===== config.mk =====
export PLATFORM = sky130hd
export DESIGN_NAME = action_record_bit_packer_top
export DESIGN_NICKNAME = d
export VERILOG_FILES = /design/src/sv/arbp_pkg.sv /design/src/sv/arbp_dp.sv /design/src/sv/arbp_ctrl.sv /design/src/sv/action_record_bit_packer_top.sv
export SDC_FILE = /design/constraint.sdc
export NUM_CORES = 1
export LEC_CHECK = 0
export BUFFER_PORTS_ARGS = -buffer_cell sky130_fd_sc_hd__clkbuf_2
export CAP_MARGIN = 15
export CORE_AREA = 2 2 266 268
export CTS_BUF_LIST = sky130_fd_sc_hd__clkbuf_4
export CTS_CLUSTER_DIAMETER = 200
export CTS_CLUSTER_SIZE = 10
export DETAILED_ROUTE_END_ITERATION = 6
export DIE_AREA = 0 0 268 270
export PLACE_DENSITY = 0.48
export SLEW_MARGIN = 30
export SYNTH_ARGS = -nofsm -noshare
export SYNTH_HDL_FRONTEND = slang
export SYNTH_SLANG_ARGS = --single-unit

===== constraint.sdc =====
create_clock -name clk -period 7.7 [get_ports clk]
set_input_delay 1.54 -clock clk [delete_from_list [all_inputs] [get_ports clk]]
set_output_delay 1.54 -clock clk [all_outputs]
set_load 0.02 [all_outputs]

===== src/sv/arbp_pkg.sv =====
// ----------------------------------------------------------------------------
// arbp_pkg
// shared types, widths and segment coding for the action record bit packer
// ----------------------------------------------------------------------------
package arbp_pkg;

  localparam int WORD_W   = 32;
  localparam int NUM_AXIS = 9;
  localparam int NUM_SEG  = NUM_AXIS + 1;
  localparam int SEG_W    = 38;
  localparam int LEN_W    = 6;
  localparam int ACC_W    = 54;
  localparam int CNT_W    = 6;
  localparam int SIDX_W   = 4;
  localparam int IN_W     = 352;

  typedef struct packed {
    logic [SEG_W-1:0] bits;
    logic [LEN_W-1:0] len;
  } seg_t;

  typedef struct packed {
    logic capture;
    logic emit_partial;
    logic emit_created;
    logic emit_acc;
    logic load_seg;
    logic sel_button;
    logic last;
  } dp_cmd_t;

  typedef struct packed {
    logic mode;
    logic held;
    logic out_free;
    logic acc_lt16;
    logic acc_ge8;
  } dp_status_t;

  function automatic seg_t axis_seg(input logic [WORD_W-1:0] w);
    seg_t s;
    s.bits = '0;
    s.len  = LEN_W'(1);
    if (w != '0) begin
      s.bits = SEG_W'({w, 1'b1});
      s.len  = LEN_W'(33);
    end
    return s;
  endfunction

  function automatic seg_t button_seg(input logic [WORD_W-1:0] f);
    seg_t s;
    s.bits = '0;
    s.len  = '0;
    if (f == '0) begin
      s.bits = SEG_W'(1);
      s.len  = LEN_W'(1);
    end else if (f == WORD_W'(1)) begin
      s.bits = SEG_W'(2);
      s.len  = LEN_W'(2);
    end else if (f <= WORD_W'(3)) begin
      s.bits = SEG_W'({f[0], 3'b100});
      s.len  = LEN_W'(4);
    end else if (f <= WORD_W'(15)) begin
      s.bits = SEG_W'({f[3:0], 4'b1000});
      s.len  = LEN_W'(8);
    end else if (f <= WORD_W'(255)) begin
      s.bits = SEG_W'({f[7:0], 5'b10000});
      s.len  = LEN_W'(13);
    end else if (f <= WORD_W'(65535)) begin
      s.bits = SEG_W'({f[15:0], 6'b100000});
      s.len  = LEN_W'(22);
    end else begin
      s.bits = {f, 6'b000000};
      s.len  = LEN_W'(38);
    end
    return s;
  endfunction

endpackage


===== src/sv/arbp_dp.sv =====
// ----------------------------------------------------------------------------
// arbp_dp
// datapath: item registers, bit accumulator and output register
// ----------------------------------------------------------------------------
module arbp_dp import arbp_pkg::*; (
  input  logic             clk,
  input  logic             rst,
  input  logic [IN_W-1:0]  s_tdata,
  input  logic             s_tuser,
  input  dp_cmd_t          cmd,
  output dp_status_t       status,
  output logic             m_tvalid,
  input  logic             m_tready,
  output logic [7:0]       m_tdata,
  output logic             m_tlast
);

  logic              mode;
  logic [WORD_W-1:0] created;
  logic [WORD_W-1:0] axis [NUM_AXIS];
  logic [WORD_W-1:0] buttons;
  logic [ACC_W-1:0]  acc;
  logic [CNT_W-1:0]  cnt;
  seg_t              seg;

  always_comb begin
    seg = cmd.sel_button ? button_seg(buttons) : axis_seg(axis[0]);
  end

  assign status.mode     = mode;
  assign status.held     = (cnt != '0);
  assign status.out_free = !m_tvalid || m_tready;
  assign status.acc_lt16 = (cnt < CNT_W'(16));
  assign status.acc_ge8  = (cnt >= CNT_W'(8));

  always_ff @(posedge clk) begin
    if (cmd.capture) begin
      mode    <= s_tuser;
      created <= s_tdata[WORD_W-1:0];
      for (int i = 0; i < NUM_AXIS; i++) begin
        axis[i] <= s_tdata[WORD_W*(i+1) +: WORD_W];
      end
      buttons <= s_tdata[WORD_W*(NUM_AXIS+1) +: WORD_W];
    end else begin
      if (cmd.emit_created) begin
        created <= {8'd0, created[WORD_W-1:8]};
      end
      if (cmd.load_seg) begin
        for (int i = 0; i < NUM_AXIS-1; i++) begin
          axis[i] <= axis[i+1];
        end
      end
    end
  end

  always_ff @(posedge clk) begin
    if (rst) begin
      acc <= '0;
      cnt <= '0;
    end else if (cmd.emit_partial) begin
      acc <= '0;
      cnt <= '0;
    end else if (cmd.emit_acc) begin
      acc <= {8'd0, acc[ACC_W-1:8]};
      cnt <= cnt - CNT_W'(8);
    end else if (cmd.load_seg) begin
      acc <= acc | (ACC_W'(seg.bits) << cnt[3:0]);
      cnt <= cnt + CNT_W'(seg.len);
    end
  end

  always_ff @(posedge clk) begin
    if (rst) begin
      m_tvalid <= 1'b0;
    end else if (cmd.emit_partial || cmd.emit_created || cmd.emit_acc) begin
      m_tvalid <= 1'b1;
    end else if (m_tready) begin
      m_tvalid <= 1'b0;
    end
  end

  always_ff @(posedge clk) begin
    if (cmd.emit_partial || cmd.emit_acc) begin
      m_tdata <= acc[7:0];
      m_tlast <= cmd.last;
    end else if (cmd.emit_created) begin
      m_tdata <= created[7:0];
      m_tlast <= 1'b0;
    end
  end

endmodule


===== src/sv/arbp_ctrl.sv =====
// ----------------------------------------------------------------------------
// arbp_ctrl
// controller: sequences partial byte, creation word bytes and bit segments
// ----------------------------------------------------------------------------
module arbp_ctrl import arbp_pkg::*; (
  input  logic       clk,
  input  logic       rst,
  input  logic       s_tvalid,
  output logic       s_tready,
  output dp_cmd_t    cmd,
  input  dp_status_t status
);

  typedef enum logic [2:0] {
    S_IDLE,
    S_START,
    S_PART,
    S_CRT,
    S_PACK
  } state_t;

  state_t            state;
  state_t            state_next;
  logic [1:0]        crt_idx;
  logic [SIDX_W-1:0] seg_idx;
  logic              all_loaded;

  assign s_tready   = (state == S_IDLE);
  assign all_loaded = (seg_idx == SIDX_W'(NUM_SEG));

  always_comb begin
    cmd        = '0;
    state_next = state;
    case (state)
      S_IDLE: begin
        cmd.capture = s_tvalid;
        if (s_tvalid) begin
          state_next = S_START;
        end
      end
      S_START: begin
        if (status.held) begin
          state_next = S_PART;
        end else if (status.mode) begin
          state_next = S_IDLE;
        end else begin
          state_next = S_CRT;
        end
      end
      S_PART: begin
        if (status.out_free) begin
          cmd.emit_partial = 1'b1;
          cmd.last         = status.mode;
          state_next       = status.mode ? S_IDLE : S_CRT;
        end
      end
      S_CRT: begin
        if (status.out_free) begin
          cmd.emit_created = 1'b1;
          if (crt_idx == 2'd3) begin
            state_next = S_PACK;
          end
        end
      end
      S_PACK: begin
        if (!all_loaded && status.acc_lt16) begin
          cmd.load_seg   = 1'b1;
          cmd.sel_button = (seg_idx == SIDX_W'(NUM_SEG - 1));
        end else if (status.acc_ge8) begin
          if (status.out_free) begin
            cmd.emit_acc = 1'b1;
            cmd.last     = all_loaded && status.acc_lt16;
            if (all_loaded && status.acc_lt16) begin
              state_next = S_IDLE;
            end
          end
        end else begin
          state_next = S_IDLE;
        end
      end
      default: begin
        state_next = S_IDLE;
      end
    endcase
  end

  always_ff @(posedge clk) begin
    if (rst) begin
      state   <= S_IDLE;
      crt_idx <= '0;
      seg_idx <= '0;
    end else begin
      state <= state_next;
      if (state == S_START) begin
        crt_idx <= '0;
        seg_idx <= '0;
      end
      if (cmd.emit_created) begin
        crt_idx <= crt_idx + 2'd1;
      end
      if (cmd.load_seg) begin
        seg_idx <= seg_idx + SIDX_W'(1);
      end
    end
  end

endmodule


===== src/sv/action_record_bit_packer_top.sv =====
// ----------------------------------------------------------------------------
// action_record_bit_packer_top
// packs action records into an lsb-first byte stream
//
// channel  dir  handshake          payload
// s_       in   s_tvalid/s_tready  s_tdata: created_time, axis_0..8, buttons; s_tuser: mode
// m_       out  m_tvalid/m_tready  m_tdata: out_byte; m_tlast: last_byte
//
// one transaction in at a time; the next is taken after the last byte is staged
// encode: capture and setup, a held partial byte if any, 4 creation bytes, then
// 10 segment loads interleaved with the packed bytes they produce
// flush: capture and setup, then the held partial byte if any, marked last
// sync reset clears the held bit buffer and the output valid flag
// output stalls hold back each byte emit; the byte register decouples sides
// ----------------------------------------------------------------------------
module action_record_bit_packer_top import arbp_pkg::*; (
  input  logic            clk,
  input  logic            rst,
  input  logic            s_tvalid,
  output logic            s_tready,
  // created_time, axis_0 .. axis_8, buttons
  input  logic [IN_W-1:0] s_tdata,
  // mode
  input  logic            s_tuser,
  output logic            m_tvalid,
  input  logic            m_tready,
  // out_byte
  output logic [7:0]      m_tdata,
  // last_byte
  output logic            m_tlast
);

  dp_cmd_t    cmd;
  dp_status_t status;

  arbp_ctrl u_ctrl (
    .clk      (clk),
    .rst      (rst),
    .s_tvalid (s_tvalid),
    .s_tready (s_tready),
    .cmd      (cmd),
    .status   (status)
  );

  arbp_dp u_dp (
    .clk      (clk),
    .rst      (rst),
    .s_tdata  (s_tdata),
    .s_tuser  (s_tuser),
    .cmd      (cmd),
    .status   (status),
    .m_tvalid (m_tvalid),
    .m_tready (m_tready),
    .m_tdata  (m_tdata),
    .m_tlast  (m_tlast)
  );

endmodule


==> key figures, run 1 <==
Power
  – Leakage power figure: 10.00 nW
  – Tot Pwr: 0.008513 W
  – Worst vdd rail ir drop: 0.1851 mV
  – P per Cell Area: 353.2 nW/um^2

Min path
  – Hold_sp: u_dp.axis[3][27]
  – Hold path cells: 2
  – Hold Path End: u_dp.axis[2][27]
  – Worst hold path class: reg -> reg

Synth
  – Netlist Area Pre-Place: 20,700 um^2
  – Top-area cell type share of the netlist area: 52.51%
  – Synth async-reset ratio: 0%
  – Top_reg_cell synth: edfxtp_1
  – Largest cells by area after synthesis: edfxtp_1 (53%), nand2_1 (16%), dfxtp_1 (6.7%)
  – Synth Warn #: 0
  – Number of distinct library cells after synthesis: 82
  – Syn Area/Cell: 9.977 um^2
  – Post-synth net total: 2,444
  – Sequential area share after synthesis: 59.18%
  – Number of flops mapped to enable cells by yosys: 362
  – Flops & latches, synth: 431
  – Cells after synthesis: 2,075
  – Cell taking the most area after synthesis: edfxtp_1

Setup path
  – Setup slack, reg-to-reg: 3.27 ns
  – Crit-path max cell delay: 0.90 ns
  – R2r startpoint: u_ctrl.state[2]
  – Element type at the critical path end: flip-flop
  – Critical Path Fanout Max: 50
  – FF-to-FF End: u_dp.cnt[4]
  – CP startpoint kind: flip-flop
  – Critical path required time: 8.38 ns
  – Critical path's slowest cell: or4_4
  – WP data arrival: 5.11 ns
  – Worst Reg2Reg Path Length in Cells: 11
  – Critical path, cell by cell: or3b_1 > or4_4 > a31oi_4 > o21ai_0 > ha_1 > fa_1 > a21o_1 > a21oi_1 > xnor2_1 > a221oi_1 > nor2_1
  – WS Path Type: reg -> reg

Layout
  – Seq. cell area: 12,250 um^2
  – Layout Cells excl Fill: 3,357
  – Final instance area: 24,110 um^2
  – Filler instances: 7,219
  – Share of cells above drive strength 1: 23.03%
  – Area grow syn2layout: 16.44%
  – Multi-input gate area: 7871 um^2
  – Final-stage net count: 2,747

Placed design
  – Placed Instances: 3,265
  – Post-DP Area: 23,400 um^2
  – Pre-CTS worst setup slack: 3.292 ns
  – DPL Wire Length: 48.09 mm
  – Placer Congestion: 0.8727
  – Port buffer count: 367

CTS
  – Worst-skew pair later-pin latency: 0.87 ns
  – TritonCTS Sinks: 431
  – CTS tree: done
  – Root Buffer: clkbuf_4
  – CTS clock-pin slew for the worst setup and hold paths: 0.13 ns
  – Post CTS Setup Buffer Count: 0
  – Post-CTS sizing: 0
  – CTS Hold Bufs: 0
  – Num CTS Buffers: 49
  – Max clock buf depth: 3
  – CTS HTree Levels: 2

Route
  – Top layer in use: met5
  – Met3 WL: 4.756 mm
  – Met2 wire length: 33.49 mm
  – Initial DRC Count: 1,337
  – Via count: 16,423
  – Vias per inst: 4.892
  – DRC viols: 0
  – DRT antenna net count: 0
  – First-pass iteration count of the detailed router: 5
  – Final WL: 68.08 mm
  – DRT met1 WL: 27.69 mm
  – DR WL/cell: 20.28 um

Timing
  – Max frequency: 225.6 MHz
  – Worst-Margin Slew: 0.9238 ns
  – Setup Viol. Count Final: 0
  – Setup TNS Final: 0 ns
  – Slew Viols, Final: 0
  – Slew headroom: 38.41%
  – Final setup margin: 3.268 ns
  – Crit path time final: 4.432 ns
  – Final period util: 57.56%
  – Clk_skew: 0.08388 ns
  – Endpoints failing hold: 0
  – RSZ-0062 raised after global routing: false

Status
  – Outcome: complete, no violations

Floorplanning
  – Die height: 270 um
  – Die X: 268 um
  – Die area: 72,360 um^2
  – Core area: 69,540 um^2
  – Num ports: 368
  – Initial Util: 29.77%
  – FP Rows: 97

GRT
  – Number of global-route vias before repair: 16,574
  – Global-route wire length before repair: 101.8 mm
  – Initial antenna violation count: 26
  – Largest net degree at the start of global routing: 204
  – GRT Util Overall: 18.46%
  – Total congestion overflow: 0

Flow run
  – Number of max-cap violations: 0
[worst max-delay path: cells and delay by family (launching register included)]
family	cells	cell delay, ns
xor gates and xnor gates	1	0.09
DFF	1	0.53
AOI/OAI and AO/OA	5	1.44
and+or+nand+nor	3	1.54
adders and majority gates	2	0.67
[logic make-up (layout without fill, tap and decap cells)]
| logic type | count (synthesis) | count (layout) | synth area share (%) |
|---|---|---|---|
| AO/OA/AOI/OAI | 271 | 271 | 8.993 |
| XOR/XNOR | 7 | 7 | 0.2961 |
| adder cells (fa/ha/maj) | 12 | 12 | 0.7615 |
| buffers and inverters | 152 | 487 | 3.070 |
| flip-flops | 431 | 431 | 59.18 |
| multiplexers | 106 | 106 | 6.298 |
| other | 0 | 7 | 0 |
| AND/OR/NAND/NOR | 1096 | 1096 | 21.40 |
[power breakdown]
part           internal [W]  leakage (nW)  total, W  switching (W)
clock              0.000465         0.377   0.00129       0.000824
combinational      0.000964          5.60   0.00301        0.00205
sequential          0.00380          4.02   0.00421       0.000411
total               0.00523          10.0   0.00851        0.00328
[state kept, by name, indices dropped and copies added, names as in the netlist]
register,count
u_dp.buttons,32
u_ctrl.seg_idx,4
u_dp.mode,1
u_dp.created,32
u_ctrl.state,3
u_dp.m_tvalid,1
u_dp.axis,288
u_ctrl.crt_idx,2
u_dp.m_tdata,8
u_dp.m_tlast,1
u_dp.cnt,6
u_dp.acc,53
[through the flow]
step	hold slack (ns)	utilization, %
6_report	0.4572	34.66
5_1_grt	0.4687	34.64
4_1_cts	0.4370	34.55
3_5_place_dp	0.4631	33.65
3_3_place_gp	0.4464	33.59
2_1_floorplan	0.4316	-
[final cells by class]
cell class,count,area share [%]
Antenna cell,7,0.07267
Clock buffer,79,2.460
Clock inverter,4,0.1401
Inverter,15,0.2336
Multi-Input combinational cell,1492,32.65
Sequential cell,431,50.84
Tap cell,940,4.879
Timing Repair Buffer,389,8.725
[worst max-delay path by stage]
stage / cells after the start / slack (ns) / start / to
6_report: 11 / 3.27 / u_ctrl.state[2] / u_dp.cnt[4]
2_1_floorplan: 5 / 0.64 / s_tvalid / u_dp.axis[0][0]
4_1_cts: 11 / 3.29 / u_ctrl.state[2] / u_dp.cnt[4]
5_1_grt: 11 / 3.01 / u_ctrl.state[2] / u_dp.cnt[4]
3_5_place_dp: 11 / 3.29 / u_ctrl.state[2] / u_dp.cnt[4]
3_3_place_gp: 11 / 2.97 / u_ctrl.state[2] / u_dp.cnt[4]
[layout by cell type, fill, tap and decap left out, drive strengths merged, types with 34 or more instances in the layout]
master  Yosys  routed
a21oi      67      67
clkbuf    115     446
dfxtp      69      69
edfxtp    362     362
mux2       41      41
mux2i      50      50
nand2     868     868
nor2       89      89
nor3       34      34
o21ai      37      37
[cells in the mapped netlist, types with 4 or more instances]
cell      number
edfxtp_1     362
nor3_1        34
nor2_1        89
a211oi_1      16
buf_6          4
nand4_1       12
or2_2          8
o21ai_1        4
o22ai_1       13
a221oi_1       8
dfxtp_1       69
and2_1         6
ha_1          11
a21o_1         6
a22o_1         4
mux2_2        40
nor4_1        21
o21ai_0       33
a22oi_1       10
clkbuf_1     115
o211ai_1      21
buf_1         12
nand2_1      868
a32oi_1        5
o41ai_1        7
o221ai_1       8
or3_1          7
a21oi_1       67
and3_1        12
mux4_2        15
a211o_1        4
nand3_1       21
a31oi_1       22
mux2i_1       50
inv_1         13
nand2b_1       6
xnor2_1        4
[metal layers]
layer	vias to the layer above	GRT usage [%]
met1	7822	22.76
met5	-	0
met3	124	4.741
met4	36	5.293
met2	513	31.66
li1	7928	-
No activity file was read; power rests on OpenSTA's default activity.
==> run 2: changes to the inputs <==
- PLACE_DENSITY: 0.48 -> 0.46
- clock period: 7.7 -> 4.1 ns (I/O delays scaled with it)
==> run 2 against run 1 <==
Utilization grew 0.32 points. Via count grew 0.83%. Critical path depth shrank 2. Sequential share of layout area shrank 0.47 points. Global-route usage grew 0.64 points. Register-to-register slack lost 2.8 ns. Wire length grew 3.1%. Fmax grew 21%. Sequential cell count is the same. Design area grew 0.93%. Sequential power grew 88%. Largest power group unchanged.
==> key figures, run 2 (synthesis results as in run 1) <==
Layout
  – Most frequent cells in the layout: nand2_1 (868), clkbuf_2 (367), edfxtp_1 (362)
  – Final-stage net count: 2,789
  – Largest register FFs: 288
  – Commonest non-fill, non-tap cell in the layout: nand2_1
  – Largest registers: u_dp.axis x288, u_dp.acc x53
  – Layout Cells excl Fill: 3,385
  – Biggest register: u_dp.axis
  – Share of cells above drive strength 1: 23.59%
  – Area grow syn2layout: 17.52%

GRT
  – Total congestion overflow: 0
  – GRT Util Overall: 19.10%
  – Initial antenna violation count: 29
  – Largest net degree at the start of global routing: 206
  – Number of global-route vias before repair: 16,769
  – Global-route wire length before repair: 104.7 mm

CTS
  – Root Buffer: clkbuf_4
  – CTS clock-pin slew for the worst setup and hold paths: 0.14 ns
  – CTS HTree Levels: 2
  – Max clock buf depth: 3
  – Post-CTS sizing: 0
  – Post CTS Setup Buffer Count: 0
  – Worst-skew pair later-pin latency: 0.90 ns
  – Num CTS Buffers: 49
  – CTS tree: done
  – TritonCTS Sinks: 431

Power
  – P per Cell Area: 656.2 nW/um^2
  – Combinational power share: 36.5%
  – Internal: 0.009790 W
  – Leakage power figure: 10.14 nW
  – Switch Pwr: 0.006176 W
  – Share of power burned in registers: 49.5%
  – Worst vdd rail ir drop: 0.3380 mV
  – Sw Share: 38.68%
  – Tot Pwr: 0.01597 W
  – Clock Power Share: 14.0%

Floorplanning
  – FP Rows: 97
  – Die height: 270 um
  – Core area: 69,540 um^2
  – Die X: 268 um
  – Die area: 72,360 um^2
  – Initial Util: 29.77%
  – Num ports: 368

Timing
  – RSZ-0062 raised after global routing: false
  – Final setup margin: 0.4373 ns
  – Clk_skew: 0.1149 ns
  – Crit path time final: 3.663 ns
  – Endpoints failing hold: 0
  – Slew headroom: 23.31%
  – Slew Viols, Final: 0
  – Setup Viol. Count Final: 0
  – Max frequency: 273.0 MHz
  – Setup TNS Final: 0 ns
  – Worst-Margin Slew: 1.150 ns
  – WHS: 0.09542 ns
  – Final period util: 89.33%

Setup path
  – Critical path required time: 4.84 ns
  – WS Path Type: reg -> reg
  – CP startpoint kind: flip-flop
  – Critical Path Fanout Max: 49
  – Element type at the critical path end: flip-flop
  – WP data arrival: 4.40 ns

Route
  – DRC viols: 0
  – DR WL/cell: 20.74 um
  – DRT antenna net count: 0
  – Vias per inst: 4.892
  – Initial DRC Count: 1,261
  – First-pass iteration count of the detailed router: 5
  – Via count: 16,560
  – Final WL: 70.21 mm

Placed design
  – Port buffer count: 367
  – Placed Instances: 3,305
  – Placer Congestion: 0.9181
  – DPL Wire Length: 50.68 mm
  – Pre-CTS worst setup slack: 0.4711 ns

Min path
  – Worst hold path class: in -> reg

Flow run
  – Number of max-cap violations: 0

Status
  – Outcome: complete, no violations
==> run 2: cell types whose count changed in the layout (fill, tap and decap cells not counted), moves of 3 or more <==
cell | previous run | this run
buf_12 | 3 | 8
clkbuf_4 | 79 | 64
nor2_1 | 85 | 88
dlygate4sd3_1 | 0 | 4
buf_4 | 15 | 51
nor2_2 | 3 | 0
==> run 2: layout make-up <==
| cell class | instances | area [um^2] |
|---|---|---|
| Multi-Input combinational cell | 1492 | 7861 |
| Sequential cell | 431 | 12250 |
| Fill cell | 7159 | 45210 |
| Clock inverter | 4 | 33.78 |
| Timing Repair Buffer | 431 | 2447 |
| Tap cell | 940 | 1176 |
| Inverter | 15 | 56.30 |
| Clock buffer | 64 | 480.5 |
| Antenna cell | 8 | 20.02 |
==> run 2: timing repair <==
item	CTS	global route
hold buffers	4	0
setup endpoints to repair	0	0
hold endpoints to repair	4	0
==> run 2: path summary, 6_finish.rpt <==
path,from,to,slack (ns),cells after the start
max,u_ctrl.state[2],u_dp.acc[8],0.44,9
min,s_tdata[326],u_dp.buttons[6],0.1,1
max reg2reg,u_ctrl.state[2],u_dp.acc[8],0.44,9
min reg2reg,u_dp.axis[1][28],u_dp.axis[0][28],0.44,2
==> run 2: critical path: stages, from the launching register on <==
cell and delay, ns:
dfxtp_1 0.58, or3b_1 0.41, or4_4 0.57, buf_4 0.33, o41a_1 0.52, mux2_2 0.30
o211ai_1 0.17, o221ai_1 0.30, o21ai_1 0.23, o311a_1 0.16
==> run 2: stage by stage <==
step / util, % / instance area [um^2]
3_3_place_gp: 34.12 / 23730
4_1_cts: 34.96 / 24310
5_1_grt: 34.97 / 24320
3_5_place_dp: 34.16 / 23760
6_report: 34.99 / 24330
2_1_floorplan: - / 20730
==> run 2: metal layers <==
layer,vias up,wire length (um),GRT usage (%)
met5,-,244,0
met4,38,2547,6.998
met3,157,5157,5.580
met2,484,34030,32.06
met1,7888,28220,23.12
li1,7993,-,-
==> run 2: power by group through the flow <==
stage | clock (W) | sequential [W] | combinational [W]
global route | 0.00253 | 0.00805 | 0.00647
CTS | 0.00238 | 0.00791 | 0.00591
floorplan | 0 | 0.00775 | 0.00385
detailed placement | 0 | 0.00801 | 0.00590
global placement | 0 | 0.00799 | 0.00585
finish | 0.00224 | 0.00790 | 0.00583
